===== config.mk =====
export PLATFORM = sky130hd
export DESIGN_NAME = url_percent_decoder_flat
export DESIGN_NICKNAME = d
export VERILOG_FILES = /design/src/hw/rtl/upd_pkg.sv /design/src/hw/rtl/upd_in_if.sv /design/src/hw/rtl/upd_out_if.sv /design/src/hw/rtl/upd_decode.sv /design/src/hw/rtl/upd_burst.sv /design/src/hw/rtl/url_percent_decoder.sv /design/src/flat_wrapper.sv
export SDC_FILE = /design/constraint.sdc
export NUM_CORES = 1
export LEC_CHECK = 0
export BUFFER_PORTS_ARGS = -buffer_cell sky130_fd_sc_hd__buf_2
export CAP_MARGIN = 20
export CORE_ASPECT_RATIO = 0.5
export CORE_UTILIZATION = 45
export CTS_CLUSTER_SIZE = 28
export DETAILED_ROUTE_END_ITERATION = 10
export PLACE_DENSITY = 0.66
export SLEW_MARGIN = 10
export SYNTH_ARGS = -nofsm -noshare
export SYNTH_HDL_FRONTEND = slang
export SYNTH_SLANG_ARGS = --single-unit

===== constraint.sdc =====
create_clock -name clk -period 3.1 [get_ports clk]
set_clock_uncertainty 0.15 [all_clocks]
set_input_delay 0.62 -clock clk [delete_from_list [all_inputs] [get_ports clk]]
set_output_delay 0.62 -clock clk [all_outputs]
set_load 0.1 [all_outputs]

===== src/hw/rtl/upd_pkg.sv =====
// upd_pkg: shared types, character codes and helper functions for the url percent decoder
// no dependencies; used by upd_decode, upd_burst and url_percent_decoder

package upd_pkg;

  typedef logic [1:0] mode_t;

  localparam mode_t MODE_PATH = 2'd0;
  localparam mode_t MODE_COMP = 2'd1;
  localparam mode_t MODE_USER = 2'd2;

  // escape progress: nothing pending, '%' seen, '%' and first digit seen
  typedef enum logic [1:0] {
    ESC_IDLE  = 2'd0,
    ESC_PCT   = 2'd1,
    ESC_DIGIT = 2'd2
  } esc_t;

  localparam logic [7:0] CH_PCT   = 8'h25;
  localparam logic [7:0] CH_PLUS  = 8'h2B;
  localparam logic [7:0] CH_SPACE = 8'h20;
  localparam logic [7:0] CH_NUL   = 8'h00;
  localparam logic [7:0] CH_ALL1  = 8'hFF;

  localparam int unsigned BURST_MAX = 3;

  // one processed request: up to three bytes, first one in bytes[0]
  typedef struct packed {
    logic [1:0]                 cnt;
    logic [BURST_MAX-1:0][7:0]  bytes;
    logic                       eos;
  } dec_t;

  // hex digit value, bit 4 set when the byte is not a hex digit
  function automatic logic [4:0] hex_val(input logic [7:0] c);
    logic [7:0] d;
    d = 8'h00;
    if (c >= 8'h30 && c <= 8'h39) begin
      d = c - 8'h30;
      return {1'b0, d[3:0]};
    end else if (c >= 8'h61 && c <= 8'h66) begin
      d = c - 8'h57;
      return {1'b0, d[3:0]};
    end else if (c >= 8'h41 && c <= 8'h46) begin
      d = c - 8'h37;
      return {1'b0, d[3:0]};
    end
    return 5'h10;
  endfunction

  // decoded values that must stay escaped in the current mode
  function automatic logic refused(input mode_t m, input logic [7:0] v);
    logic r;
    r = 1'b0;
    if (m == MODE_COMP) begin
      r = 1'b0;
    end else if (v == CH_NUL) begin
      r = 1'b1;
    end else if (m == MODE_PATH) begin
      case (v)
        // # $ & + , / : ; = ? @
        8'h23, 8'h24, 8'h26, 8'h2B, 8'h2C, 8'h2F,
        8'h3A, 8'h3B, 8'h3D, 8'h3F, 8'h40: r = 1'b1;
        default: r = 1'b0;
      endcase
    end
    return r;
  endfunction

endpackage


===== src/hw/rtl/upd_in_if.sv =====
// upd_in_if: request channel carrying raw url bytes into the decoder
// no dependencies

interface upd_in_if;
  logic       valid;
  logic       ready;
  logic [7:0] in_byte;
  logic       in_last;

  modport source (output valid, output in_byte, output in_last, input ready);
  modport sink (input valid, input in_byte, input in_last, output ready);
endinterface


===== src/hw/rtl/upd_out_if.sv =====
// upd_out_if: result channel carrying decoded bytes out of the decoder
// no dependencies

interface upd_out_if;
  logic       valid;
  logic       ready;
  logic [7:0] out_byte;
  logic       out_last_of_item;
  logic       out_end_of_string;

  modport source (output valid, output out_byte, output out_last_of_item,
                  output out_end_of_string, input ready);
  modport sink (input valid, input out_byte, input out_last_of_item,
                input out_end_of_string, output ready);
endinterface


===== src/hw/rtl/upd_decode.sv =====
// upd_decode: combinational escape decoding for one registered request
// depends on upd_pkg

module upd_decode (
  input  upd_pkg::mode_t mode_i,
  input  upd_pkg::esc_t  esc_i,
  input  logic [7:0]     fd_i,
  input  logic [7:0]     byte_i,
  input  logic           last_i,
  output upd_pkg::dec_t  res_o,
  output upd_pkg::esc_t  esc_o,
  output logic [7:0]     fd_o
);

  logic [4:0] hi;
  logic [4:0] lo;
  logic [7:0] val;
  logic       bad;

  assign hi  = upd_pkg::hex_val(fd_i);
  assign lo  = upd_pkg::hex_val(byte_i);
  assign val = {hi[3:0], lo[3:0]};
  assign bad = hi[4] | lo[4] | (val == upd_pkg::CH_ALL1) | upd_pkg::refused(mode_i, val);

  always_comb begin
    res_o.cnt   = 2'd1;
    res_o.bytes = '0;
    res_o.eos   = last_i;
    esc_o       = upd_pkg::ESC_IDLE;
    fd_o        = fd_i;
    case (esc_i)
      upd_pkg::ESC_PCT: begin
        if (!last_i) begin
          res_o.cnt = 2'd0;
          fd_o      = byte_i;
          esc_o     = upd_pkg::ESC_DIGIT;
        end else begin
          // short escape at end of string, flush raw
          res_o.cnt      = 2'd2;
          res_o.bytes[0] = upd_pkg::CH_PCT;
          res_o.bytes[1] = byte_i;
        end
      end
      upd_pkg::ESC_DIGIT: begin
        if (bad) begin
          res_o.cnt      = 2'd3;
          res_o.bytes[0] = upd_pkg::CH_PCT;
          res_o.bytes[1] = fd_i;
          res_o.bytes[2] = byte_i;
        end else begin
          res_o.bytes[0] = val;
        end
      end
      default: begin
        if (byte_i == upd_pkg::CH_PCT && !last_i) begin
          res_o.cnt = 2'd0;
          esc_o     = upd_pkg::ESC_PCT;
        end else if (byte_i == upd_pkg::CH_PLUS && mode_i == upd_pkg::MODE_COMP) begin
          res_o.bytes[0] = upd_pkg::CH_SPACE;
        end else begin
          res_o.bytes[0] = byte_i;
        end
      end
    endcase
  end

endmodule


===== src/hw/rtl/upd_burst.sv =====
// upd_burst: result register holding up to three bytes, drained one per cycle while the output is ready
// depends on upd_pkg

module upd_burst (
  input  logic          clk,
  input  logic          rst_n,
  input  logic          load_i,
  input  upd_pkg::dec_t res_i,
  input  logic          pop_i,
  output logic          free_o,
  output logic          valid_o,
  output logic [7:0]    byte_o,
  output logic          last_item_o,
  output logic          eos_o
);

  logic [1:0]                         rem_r;
  logic [upd_pkg::BURST_MAX-1:0][7:0] bytes_r;
  logic                               eos_r;

  assign free_o      = (rem_r == 2'd0) || (rem_r == 2'd1 && pop_i);
  assign valid_o     = (rem_r != 2'd0);
  assign byte_o      = bytes_r[0];
  assign last_item_o = (rem_r == 2'd1);
  assign eos_o       = (rem_r == 2'd1) && eos_r;

  always_ff @(posedge clk) begin
    if (!rst_n) begin
      rem_r <= 2'd0;
    end else if (load_i) begin
      rem_r <= res_i.cnt;
    end else if (pop_i) begin
      rem_r <= rem_r - 2'd1;
    end
  end

  // payload needs no reset, shift toward slot 0 on each pop
  always_ff @(posedge clk) begin
    if (load_i) begin
      bytes_r <= res_i.bytes;
      eos_r   <= res_i.eos;
    end else if (pop_i) begin
      bytes_r[0] <= bytes_r[1];
      bytes_r[1] <= bytes_r[2];
    end
  end

endmodule


===== src/hw/rtl/url_percent_decoder.sv =====
// url_percent_decoder: streaming url percent decoder, one raw byte per request
// an accepted request is held in the stage-1 register, then decoded into the result register
// throughput: one request per cycle while the result register is free; a multi-byte raw escape
// holds the input back until its bytes have drained through the single-byte result port
// reset (rst_n low, synchronous): no escape pending, mode = path, channels empty
// depends on upd_pkg, upd_in_if, upd_out_if, upd_decode, upd_burst

module url_percent_decoder (
  input  logic           clk,
  input  logic           rst_n,
  input  logic           cfg_we,
  input  logic [1:0]     cfg_wdata,
  upd_in_if.sink         in_ch,
  upd_out_if.source      out_ch
);

  upd_pkg::mode_t mode_r;
  upd_pkg::esc_t  esc_r;
  upd_pkg::esc_t  esc_nxt;
  logic [7:0]     fd_r;
  logic [7:0]     fd_nxt;

  logic           s1_valid_r;
  logic [7:0]     s1_byte_r;
  logic           s1_last_r;

  upd_pkg::dec_t  dec;
  logic           burst_free;
  logic           s1_fire;
  logic           in_fire;
  logic           pop;

  assign s1_fire     = s1_valid_r && burst_free;
  assign in_ch.ready = !s1_valid_r || burst_free;
  assign in_fire     = in_ch.valid && in_ch.ready;
  assign pop         = out_ch.valid && out_ch.ready;

  always_ff @(posedge clk) begin
    if (!rst_n) begin
      mode_r <= upd_pkg::MODE_PATH;
    end else if (cfg_we) begin
      mode_r <= cfg_wdata;
    end
  end

  always_ff @(posedge clk) begin
    if (!rst_n) begin
      s1_valid_r <= 1'b0;
      esc_r      <= upd_pkg::ESC_IDLE;
      fd_r       <= 8'h00;
    end else begin
      if (in_fire) begin
        s1_valid_r <= 1'b1;
      end else if (s1_fire) begin
        s1_valid_r <= 1'b0;
      end
      if (s1_fire) begin
        esc_r <= esc_nxt;
        fd_r  <= fd_nxt;
      end
    end
  end

  always_ff @(posedge clk) begin
    if (in_fire) begin
      s1_byte_r <= in_ch.in_byte;
      s1_last_r <= in_ch.in_last;
    end
  end

  upd_decode u_decode (
    .mode_i (mode_r),
    .esc_i  (esc_r),
    .fd_i   (fd_r),
    .byte_i (s1_byte_r),
    .last_i (s1_last_r),
    .res_o  (dec),
    .esc_o  (esc_nxt),
    .fd_o   (fd_nxt)
  );

  upd_burst u_burst (
    .clk         (clk),
    .rst_n       (rst_n),
    .load_i      (s1_fire),
    .res_i       (dec),
    .pop_i       (pop),
    .free_o      (burst_free),
    .valid_o     (out_ch.valid),
    .byte_o      (out_ch.out_byte),
    .last_item_o (out_ch.out_last_of_item),
    .eos_o       (out_ch.out_end_of_string)
  );

  // end of string always returns to no escape pending
  a_last_clears_esc: assert property (@(posedge clk) disable iff (!rst_n)
    (s1_fire && s1_last_r) |=> (esc_r == upd_pkg::ESC_IDLE))
    else $error("escape state not cleared after last byte");

  // a request with no result only happens mid-string
  a_empty_not_last: assert property (@(posedge clk) disable iff (!rst_n)
    (s1_fire && dec.cnt == 2'd0) |-> !s1_last_r)
    else $error("last byte produced no result");

  // last byte of the string shows up with end flag on its final result
  a_last_flags_eos: assert property (@(posedge clk) disable iff (!rst_n)
    (s1_fire && s1_last_r) |=> (out_ch.valid &&
      (out_ch.out_end_of_string == out_ch.out_last_of_item)))
    else $error("end of string flag missing");

  // with no escape pending, a request yields at most one byte
  a_count_bound: assert property (@(posedge clk) disable iff (!rst_n)
    (s1_fire && esc_r == upd_pkg::ESC_IDLE) |-> (dec.cnt == 2'd0 || dec.cnt == 2'd1))
    else $error("idle state produced more than one byte");

endmodule

===== src/flat_wrapper.sv =====
// flat-port wrapper written by rule: the top's interface ports become plain ports
module url_percent_decoder_flat 
  (clk, rst_n, cfg_we, cfg_wdata, in_ch_valid, in_ch_in_byte, in_ch_in_last, in_ch_ready, out_ch_valid, out_ch_out_byte, out_ch_out_last_of_item, out_ch_out_end_of_string, out_ch_ready);
  upd_in_if in_ch_i ();
  upd_out_if out_ch_i ();
  input  logic clk;
  input  logic rst_n;
  input  logic cfg_we;
  input  logic [1:0] cfg_wdata;
  input wire logic [$bits(in_ch_i.valid)-1:0] in_ch_valid;
  input wire logic [$bits(in_ch_i.in_byte)-1:0] in_ch_in_byte;
  input wire logic [$bits(in_ch_i.in_last)-1:0] in_ch_in_last;
  output wire logic [$bits(in_ch_i.ready)-1:0] in_ch_ready;
  output wire logic [$bits(out_ch_i.valid)-1:0] out_ch_valid;
  output wire logic [$bits(out_ch_i.out_byte)-1:0] out_ch_out_byte;
  output wire logic [$bits(out_ch_i.out_last_of_item)-1:0] out_ch_out_last_of_item;
  output wire logic [$bits(out_ch_i.out_end_of_string)-1:0] out_ch_out_end_of_string;
  input wire logic [$bits(out_ch_i.ready)-1:0] out_ch_ready;
  assign in_ch_i.valid = in_ch_valid;
  assign in_ch_i.in_byte = in_ch_in_byte;
  assign in_ch_i.in_last = in_ch_in_last;
  assign in_ch_ready = in_ch_i.ready;
  assign out_ch_valid = out_ch_i.valid;
  assign out_ch_out_byte = out_ch_i.out_byte;
  assign out_ch_out_last_of_item = out_ch_i.out_last_of_item;
  assign out_ch_out_end_of_string = out_ch_i.out_end_of_string;
  assign out_ch_i.ready = out_ch_ready;
  url_percent_decoder u_core (.clk(clk), .rst_n(rst_n), .cfg_we(cfg_we), .cfg_wdata(cfg_wdata), .in_ch(in_ch_i), .out_ch(out_ch_i));
endmodule

==> results.md, run 1 <==
Status:
- The run finished with clean final reports.

Clocking:
- The cell chosen for the clock root is sky130_fd_sc_hd__clkbuf_16.
- The worst-case clock buffer depth is 2.
- For this design, the sink count on the clock tree is ~50.
- In this run, CTS created clock tree buffers numbering 5.
- The clock reaches the later pin of the worst-skew pair after around 0.29 ns.
- Clock-pin slew was measured on the worst setup and hold paths at 0.07 ns.
- The number of buffers inserted by hold repair at cts is 0.
- In this run the number of H-tree levels came out at 2.
- The CTS tree is built.

Die:
- From bottom edge to top edge, the die measures between 50 and 60 um.
- The width of the chip is 115 um.
- The core region is between 0.006 and 0.007 mm2.
- The number of I/O pins is 28.
- The floorplan step defined a die boundary enclosing 0.00678 mm2.
- The starting density of the core is between 40% and 50%.
- In this run the core area contains 20 standard-cell rows.

Pwr:
- The peak supply drop is about 370 uV.
- In this run the power density over the cells is ~550 mW/mm2.
- For this design the static power due to leakage is 0.00134 uW.
- The overall power is around 1900 uW.

Worst setup path:
- STA puts the critical path data arrival time at ~3.0 ns.
- Grouping stages by cell kind, the critical path spends the most delay in simple AND/OR/NAND/NOR gates.
- Together, buffers and inverters on the worst path number 1.
- The slowest stage of the critical path belongs to the cell sky130_fd_sc_hd__or4b_4.
- The worst register-to-register path begins at u_core.s1_byte_r[7]$_DFFE_PP_.
- STA classifies the critical path startpoint as a flip-flop.
- The setup slack on the worst flop-to-flop path is about 0.02 ns.
- Following the worst setup path forward leads to its endpoint at u_core.u_burst.byte_o[4]$_DFFE_PP_.
- The critical setup path kind is reg -> reg.
- STA classifies the critical path endpoint as a flip-flop.
- The maximum fanout count along the critical path is 8.
- In this run the worst setup path begins at u_core.s1_byte_r[7]$_DFFE_PP_.
- At the worst endpoint, the required time is about 3 ns.
- The critical path crosses 10 cells after its start point.
- Traced cell by cell, the critical path runs through or4b_4, nor3_1, a21oi_1, buf_4, or3_1, o21a_1, o2111a_2, nor2_4, or3_1, a21oi_1.
- The number of cells on the worst reg-to-reg path is 10.
- The largest single stage delay on the critical path is around 0.55 ns.
- In this run the critical register-to-register path is captured at u_core.u_burst.byte_o[4]$_DFFE_PP_.

Cells and area:
- The number of diodes is 0.
- The final layout net count is 355.
- The share of cells above drive strength 1 is ~26%.
- Relative to the synthesized area, the layout overhead comes to 18.2%.
- The layout has between 500 and 600 filler cells.
- Measured on the finished design, the core utilization comes to between 50% and 60%.

Synth:
- The post-synthesis sequential area ratio is a little under half.
- The synthesized flop and latch total is between 40 and 50.
- The number of nets in the synthesized netlist is about 320.
- The fraction of registers with async set or reset after synthesis is 0%.
- The Yosys step of the flow raised 0 warnings.
- The mean area per synthesized cell is roughly 10 um2.
- The cell area after technology mapping is roughly 0.0029 mm2.
- The flip-flop cell with the highest count after synthesis is sky130_fd_sc_hd__edfxtp_1.
- The portion of synthesized cell area occupied by the leading cell type is a little over a third.
- The number of flops mapped to enable cells by yosys is 34.
- Sorting the synthesized cells by area gives the leading types as sky130_fd_sc_hd__edfxtp_1, sky130_fd_sc_hd__dfxtp_1, sky130_fd_sc_hd__ha_1, sky130_fd_sc_hd__nand2_1, sky130_fd_sc_hd__a21oi_1.
- The synthesized netlist contains between 50 and 60 unique library cells.
- Counting every instance in the synthesized netlist gives about 290.
- The biggest area contributor in the post-synthesis netlist is sky130_fd_sc_hd__edfxtp_1.

STA:
- Setup violations remaining at the end of the flow were counted as 0.
- Setup repair after global routing could not meet its margin everywhere.
- The number of max-slew violations in the final report was 0.
- The worst path in the final design needs a cycle of around 3.1 ns, including I/O delays and setup.
- The actual slew at the worst max-slew pin is 0.635 ns.
- The setup TNS is 0 ns.
- The achievable clock frequency is approximately 320 MHz.
- After layout, the worst setup slack is around 0.02 ns.
- The normalized max-slew margin is between 50% and 60%.
- The final count of hold timing violations was 0.
- The minimum hold slack is 0.346 ns.
- After layout, the worst path uses between 90% and 100% of the clock period.

Placed design:
- Routability-driven placement finished with a final weighted congestion of between 0.9 and 1.
- The number of port buffers is 27.
- The wire-length estimate of the detail-placed layout is roughly 5.3 mm.
- The pre-CTS setup slack is 0.00916 ns.

Hold path:
- The worst hold path belongs to the class reg -> reg.

Route:
- The ratio of routed vias to standard cells is 5.59.
- The post-detailed-route count of antenna-violating nets is 0.
- The count of TritonRoute iterations in the first routing pass is 5.
- The detailed router finished its first iteration with 129 violations.
- Summed over all layers, the routed wires come to approximately 7.0 mm.
- After detailed routing, the average wire length per cell comes to between 15 and 20 um.
- Detailed routing inserted a total of between 2000 and 2500 vias.
- In the routed design, unresolved DRC markers number 0.

Global route:
- Entering global routing, the biggest net connects 21 pins.
- In the global route stage, met2 resource usage came out at 34.2%.
- The met1 usage is ~32%.
- The via count of the first global-routing pass is between 2000 and 2500.
- The global-route layer with the greatest usage is met2.
- Global routing finished with a remaining overflow of 0.
- The number of antenna violations at the first check in global routing came to 0.
- In the global route stage, met3 resource usage came out at 4.12%.
- The first global-routing pass estimated 11.2 mm of wire.
- Global routing used 22.2% of the available tracks.

Job:
- The max-capacitance violation count is 0.
-- kinds of logic after synthesis --
group                    after synthesis  share of synthesized area, %
adder cells (fa/ha/maj)               11                          4.75
buffers and inverters                 35                          6.05
multiplexers                          11                          3.89
AO/OA/AOI/OAI                         71                          17.6
flip-flops                            49                          45.6
AND/OR/NAND/NOR                      111                          22.1
-- through the flow --
| step | instance area [um2] | cells |
|---|---|---|
| after floorplan | 2900 | 288 |
| after global placement | 3220 | 407 |
| after detailed placement | 3220 | 407 |
| after CTS | 3380 | 415 |
| after global routing | 3420 | 417 |
| final | 3420 | 417 |
-- layer usage --
layer  up-vias  share of wire, %
li1       1135                 -
met1      1114                49
met4         0               1.2
met2        73                43
met3        11               6.6
met5         -                 0
-- where the power goes --
group          switching, uW  internal, uW  total, uW
Clock                    246           325        571
Sequential              27.2           792        819
Combinational            376           109        485
Total                    649          1230       1870
-- synthesized netlist by cell type, drive strengths merged, types with 6 or more instances --
| cell | instances |
|---|---|
| a21oi | 21 |
| a32oi | 11 |
| and2 | 11 |
| buf | 14 |
| clkbuf | 8 |
| dfxtp | 15 |
| edfxtp | 34 |
| ha | 11 |
| inv | 13 |
| mux2i | 9 |
| nand2 | 34 |
| nor2 | 17 |
| nor2b | 12 |
| o21ai | 14 |
| or3 | 6 |
-- cell type report --
cell class | count | area, um2 | share of cell area [%]
multi-input cells | 204 | 1430 | 41.8
flip-flops and latches | 49 | 1320 | 38.7
repair buffers | 55 | 358 | 10.4
clock buffers | 6 | 139 | 4.06
well taps | 88 | 110 | 3.22
inverters | 13 | 48.8 | 1.42
clock inverters | 2 | 15.0 | 0.438
-- worst register-to-register path: stages (launching register included) --
cell	delay, ns
sky130_fd_sc_hd__edfxtp_1	0.44
sky130_fd_sc_hd__or4b_4	0.55
sky130_fd_sc_hd__nor3_1	0.19
sky130_fd_sc_hd__a21oi_1	0.09
sky130_fd_sc_hd__buf_4	0.17
sky130_fd_sc_hd__or3_1	0.37
sky130_fd_sc_hd__o21a_1	0.11
sky130_fd_sc_hd__o2111a_2	0.32
sky130_fd_sc_hd__nor2_4	0.19
sky130_fd_sc_hd__or3_1	0.19
sky130_fd_sc_hd__a21oi_1	0.07
-- timing repair --
| item | CTS | global route |
|---|---|---|
| endpoints found under the setup margin | 1 | 24 |
| gates resized for setup | 1 | 10 |
| setup buffers | 0 | 2 |
| pin swaps | 0 | 4 |
-- placed cells by master (no fill, tap or decap), types with 3 or more instances in the layout --
cell	Yosys	layout
sky130_fd_sc_hd__a21oi_1	21	20
sky130_fd_sc_hd__mux2i_1	9	8
sky130_fd_sc_hd__nand4b_1	3	3
sky130_fd_sc_hd__inv_1	13	12
sky130_fd_sc_hd__clkbuf_16	0	5
sky130_fd_sc_hd__or3_1	6	6
sky130_fd_sc_hd__dfxtp_1	15	13
sky130_fd_sc_hd__nand2_1	34	34
sky130_fd_sc_hd__buf_4	8	27
sky130_fd_sc_hd__nor2b_1	12	12
sky130_fd_sc_hd__and2_1	11	11
sky130_fd_sc_hd__nor2_1	15	15
sky130_fd_sc_hd__o21ai_0	12	10
sky130_fd_sc_hd__nand2b_1	4	4
sky130_fd_sc_hd__ha_1	11	10
sky130_fd_sc_hd__o21ai_1	2	4
sky130_fd_sc_hd__nand3_1	4	4
sky130_fd_sc_hd__buf_2	5	27
sky130_fd_sc_hd__edfxtp_1	34	34
sky130_fd_sc_hd__a32oi_1	10	10
-- sequential cells by signal, summed over array words and instances (netlist names) --
signal / count
u_core.esc_r: 2
u_core.fd_r: 8
u_core.mode_r: 2
u_core.s1_byte_r: 8
u_core.s1_last_r: 1
u_core.s1_valid_r: 1
u_core.u_burst.byte_o: 8
u_core.u_burst.bytes_r: 16
u_core.u_burst.eos_r: 1
u_core.u_burst.rem_r: 2
-- worst min path at each step --
stage	depth (start not counted)	startpoint	endpoint	slack (ns)
floorplan	0	u_core.s1_last_r$_DFFE_PP_	u_core.u_burst.eos_r$_DFFE_PP_	0.30
global placement	2	u_core.esc_r[1]$_SDFFE_PN0P_	u_core.esc_r[1]$_SDFFE_PN0P_	0.33
detailed placement	2	u_core.esc_r[1]$_SDFFE_PN0P_	u_core.esc_r[1]$_SDFFE_PN0P_	0.34
CTS	2	u_core.esc_r[1]$_SDFFE_PN0P_	u_core.esc_r[1]$_SDFFE_PN0P_	0.35
global route	1	in_ch_in_last	u_core.s1_last_r$_DFFE_PP_	0.35
finish	2	u_core.esc_r[1]$_SDFFE_PN0P_	u_core.esc_r[1]$_SDFFE_PN0P_	0.35
(Power assumes the default switching activity.)
==> run 2, diff against run 1 <==
--- a/config.mk
+++ b/config.mk
@@ -11,6 +11,7 @@
 export CORE_UTILIZATION = 45
 export CTS_CLUSTER_SIZE = 28
 export DETAILED_ROUTE_END_ITERATION = 10
+export GPL_TIMING_DRIVEN = 0
 export PLACE_DENSITY = 0.66
 export SLEW_MARGIN = 10
 export SYNTH_ARGS = -nofsm -noshare
==> run 2 against run 1 <==
Against the previous run: the flow now finishes with violations (negative setup slack); wire length rose by 7.9%; via count is 6.9% higher; clock power fell by 6.1%; design area grew 5.9%; global-route usage grew 1.4 points; sequential cell count did not move; cell count increased by 4.6%; hold slack improved by 0.0062 ns; critical path depth increased by 3; combinational power is 12% higher; utilization rose by 3.3 points.
==> results.md, run 2 (synthesis gave the netlist of run 1 again) <==
Status:
- The flow ran to the end, but the final reports show violations.
- The checks that failed: negative setup slack.

Pwr:
- Summed over all cells, the static leakage comes to ~0.0014 uW.
- The areal power density over the cells is 524 mW/mm2.
- Total power for the finished layout comes to about 1900 uW.
- Across the VDD grid, the largest voltage drop is about 430 uV.

Global route:
- Entering global routing, the biggest net connects 21 pins.
- The met1 usage is 32.6%.
- The layer flagged by global routing as most heavily used is met2.
- The met3 capacity usage during global routing is roughly 4.7%.
- The via count of the first global-routing pass came to ~2300.
- The number of antenna violations at the first check in global routing was 0.
- Global routing used 37.8% of the available met2 tracks.
- The wire length of the first global-routing pass is between 10 and 15 mm.
- In the global route stage, overall resource usage came out at 23.6%.
- Global routing finished with a remaining overflow of 0.

Placed design:
- The number of port buffers is 27.
- In this run the cell area measured after placement is roughly 0.0031 mm2.
- Detailed placement finished with a half-perimeter wire length of approximately 5.0 mm.
- The congestion estimate from routability-driven global placement came to between 0.8 and 0.9.

Clocking:
- The number of buffers inserted by hold repair at cts is 0.
- The number of buffers inserted during clock tree synthesis is 5.
- Clock tree synthesis selected as its root buffer the cell sky130_fd_sc_hd__clkbuf_16.
- After clock tree synthesis, the clock-pin slew on the worst setup and hold paths is 0.06 ns.
- The CTS tree is built.
- The worst-case clock buffer depth is 2.
- The TritonCTS sink count is 49.
- The clock insertion delay at the later pin of the skew report is 0.29 ns.
- In this run the number of H-tree levels came out at 2.

Die:
- The floorplan step set the die width to between 100 and 150 um.
- The floorplan step set the die height to between 50 and 60 um.
- The number of cell rows is 20.
- The die covers 0.00678 mm2.
- The initial utilization of the core area, before any placement, comes to a little under half.
- The total area inside the core boundary comes to between 0.006 and 0.007 mm2.
- During I/O placement, the number of pins put on the boundary was 28.

Route:
- The count of TritonRoute iterations in the first routing pass is 5.
- The number of vias in the routed layout is between 2000 and 2500.
- The post-route DRC violation count is 0.
- The count of routing violations after the opening detailed-route iteration is roughly 240.
- The ratio of routed vias to standard cells is around 5.7.
- The detail route stage leaves a number of antenna-violating nets equal to 0.
- The routed wire length is ~7.6 mm.
- The detailed-route wire length per cell is around 17 um.

Hold path:
- Along the worst hold path, the cell count comes to 1.
- The worst hold path begins at in_ch_in_last.
- The worst hold path belongs to the class in -> reg.
- The worst hold path terminates at u_core.s1_last_r$_DFFE_PP_.

Cells and area:
- Leaving out fill and tap cells, the most frequent cells in the layout are sky130_fd_sc_hd__nand2_1, sky130_fd_sc_hd__edfxtp_1, sky130_fd_sc_hd__buf_2.
- The number of diodes is 0.
- The number of flip-flops in the largest register is 16.
- Ranked by flip-flop count, first place goes to u_core.u_burst.bytes_r.
- The share of cells above drive strength 1 is between 30% and 40%.
- The area added between synthesis and finish is 25.2%.
- The final layout net count is 374.
- The final instance area is around 0.0036 mm2.
- The multi-input combinational cells in the finished layout cover a total of ~0.0015 mm2.
- The register cell area after layout is 0.00133 mm2.
- The filler cell count is a little over 500.

Worst setup path:
- STA classifies the critical path startpoint as a flip-flop.
- The maximum fanout count along the critical path is 5.
- STA puts the critical path data required time at approximately 3.1 ns.
- The data arrival time of the critical path is between 3 and 4 ns.
- The setup slack on the worst flop-to-flop path is -0.06 ns.
- The startpoint identified for the worst register-to-register timing path is u_core.s1_byte_r[0]$_DFFE_PP_.
- The endpoint identified for the worst register-to-register timing path is u_core.u_burst.bytes_r[15]$_DFFE_PP_.
- The type of element capturing the critical path is a flip-flop.
- The worst register-to-register path has a depth of 13.
- The critical path in this run is classified as reg -> reg.

STA:
- For the finished layout, the period the worst path requires is ~3.2 ns.
- The worst-case setup margin in the final layout is -0.0648 ns.
- For the pin with the worst max-slew slack, the measured transition is just under 1 ns.
- The share of the clock period used by the worst path is 102%.
- The final count of hold timing violations is 0.
- The number of max-slew violations in the final report is 0.
- Setup repair after global routing could not meet its margin everywhere.
- The normalized max-slew margin is between 30% and 40%.
- The achievable clock frequency is 316 MHz.
- The setup violation total in the final timing report is 15.

Job:
- Across the run, the number of max-cap violations was 0.
## run 2: layout make-up
type	count	area share (%)
buffer	22	3.83
clock buffer	6	3.55
clock inverter	2	0.380
inverter	13	1.48
multi-input combinational	204	42.4
sequential	49	36.5
tap	88	3.04
timing repair buffer	52	8.76
## run 2: worst max-delay path by stage
| stage | endpoint | startpoint | slack (ns) |
|---|---|---|---|
| finish | u_core.u_burst.bytes_r[15]$_DFFE_PP_ | u_core.s1_byte_r[0]$_DFFE_PP_ | -0.06 |
| detailed placement | u_core.u_burst.bytes_r[14]$_DFFE_PP_ | u_core.s1_byte_r[1]$_DFFE_PP_ | -0.46 |
| floorplan | u_core.u_burst.bytes_r[11]$_DFFE_PP_ | u_core.s1_byte_r[1]$_DFFE_PP_ | 0.02 |
| CTS | u_core.u_burst.bytes_r[8]$_DFFE_PP_ | u_core.s1_byte_r[6]$_DFFE_PP_ | 0.01 |
| global route | u_core.u_burst.bytes_r[15]$_DFFE_PP_ | u_core.s1_byte_r[3]$_DFFE_PP_ | -0.15 |
| global placement | u_core.u_burst.bytes_r[12]$_DFFE_PP_ | u_core.s1_byte_r[1]$_DFFE_PP_ | -0.39 |
## run 2: timing repair
action	CTS	global route
buffers inserted	16	7
setup endpoints to repair	25	23
resized for setup	19	22
gates cloned	1	0
pin swaps	7	18
## run 2: worst max-delay path: stages (launching register included)
cell	delay (ns)
sky130_fd_sc_hd__edfxtp_1	0.42
sky130_fd_sc_hd__buf_4	0.18
sky130_fd_sc_hd__ha_4	0.18
sky130_fd_sc_hd__nor3b_4	0.28
sky130_fd_sc_hd__a311oi_4	0.07
sky130_fd_sc_hd__buf_4	0.16
sky130_fd_sc_hd__a21oi_2	0.11
sky130_fd_sc_hd__nand3_1	0.11
sky130_fd_sc_hd__or4b_1	0.48
sky130_fd_sc_hd__and4b_4	0.23
sky130_fd_sc_hd__nor3_4	0.30
sky130_fd_sc_hd__buf_4	0.18
sky130_fd_sc_hd__a32oi_1	0.09
sky130_fd_sc_hd__nand2_1	0.09
## run 2: per-stage QoR
stage	hold slack [ns]	utilization (%)	setup WS, ns	instances	TNS, ns
2_1_floorplan	0.304	-	0.0215	288	0
4_1_cts	0.349	56.7	0.0143	428	0
3_3_place_gp	0.325	51.2	-0.388	403	-6.92
6_report	0.352	59.1	-0.0648	436	-0.641
3_5_place_dp	0.351	51.2	-0.461	403	-8.55
5_1_grt	0.343	59.1	-0.146	436	-1.89
## run 2: metal layers
metal / up-vias / share of wire, %
li1: 1176 / -
met4: 0 / 1.3
met2: 125 / 45
met5: - / 0
met3: 11 / 8.7
met1: 1181 / 45
## run 2: power by group
| group | switching, uW | leakage [uW] | internal, uW | total [uW] |
|---|---|---|---|---|
| registers | 30.0 | 0.000448 | 792 | 822 |
| logic | 396 | 0.000904 | 145 | 541 |
| clock network | 235 | 0.0000712 | 301 | 536 |
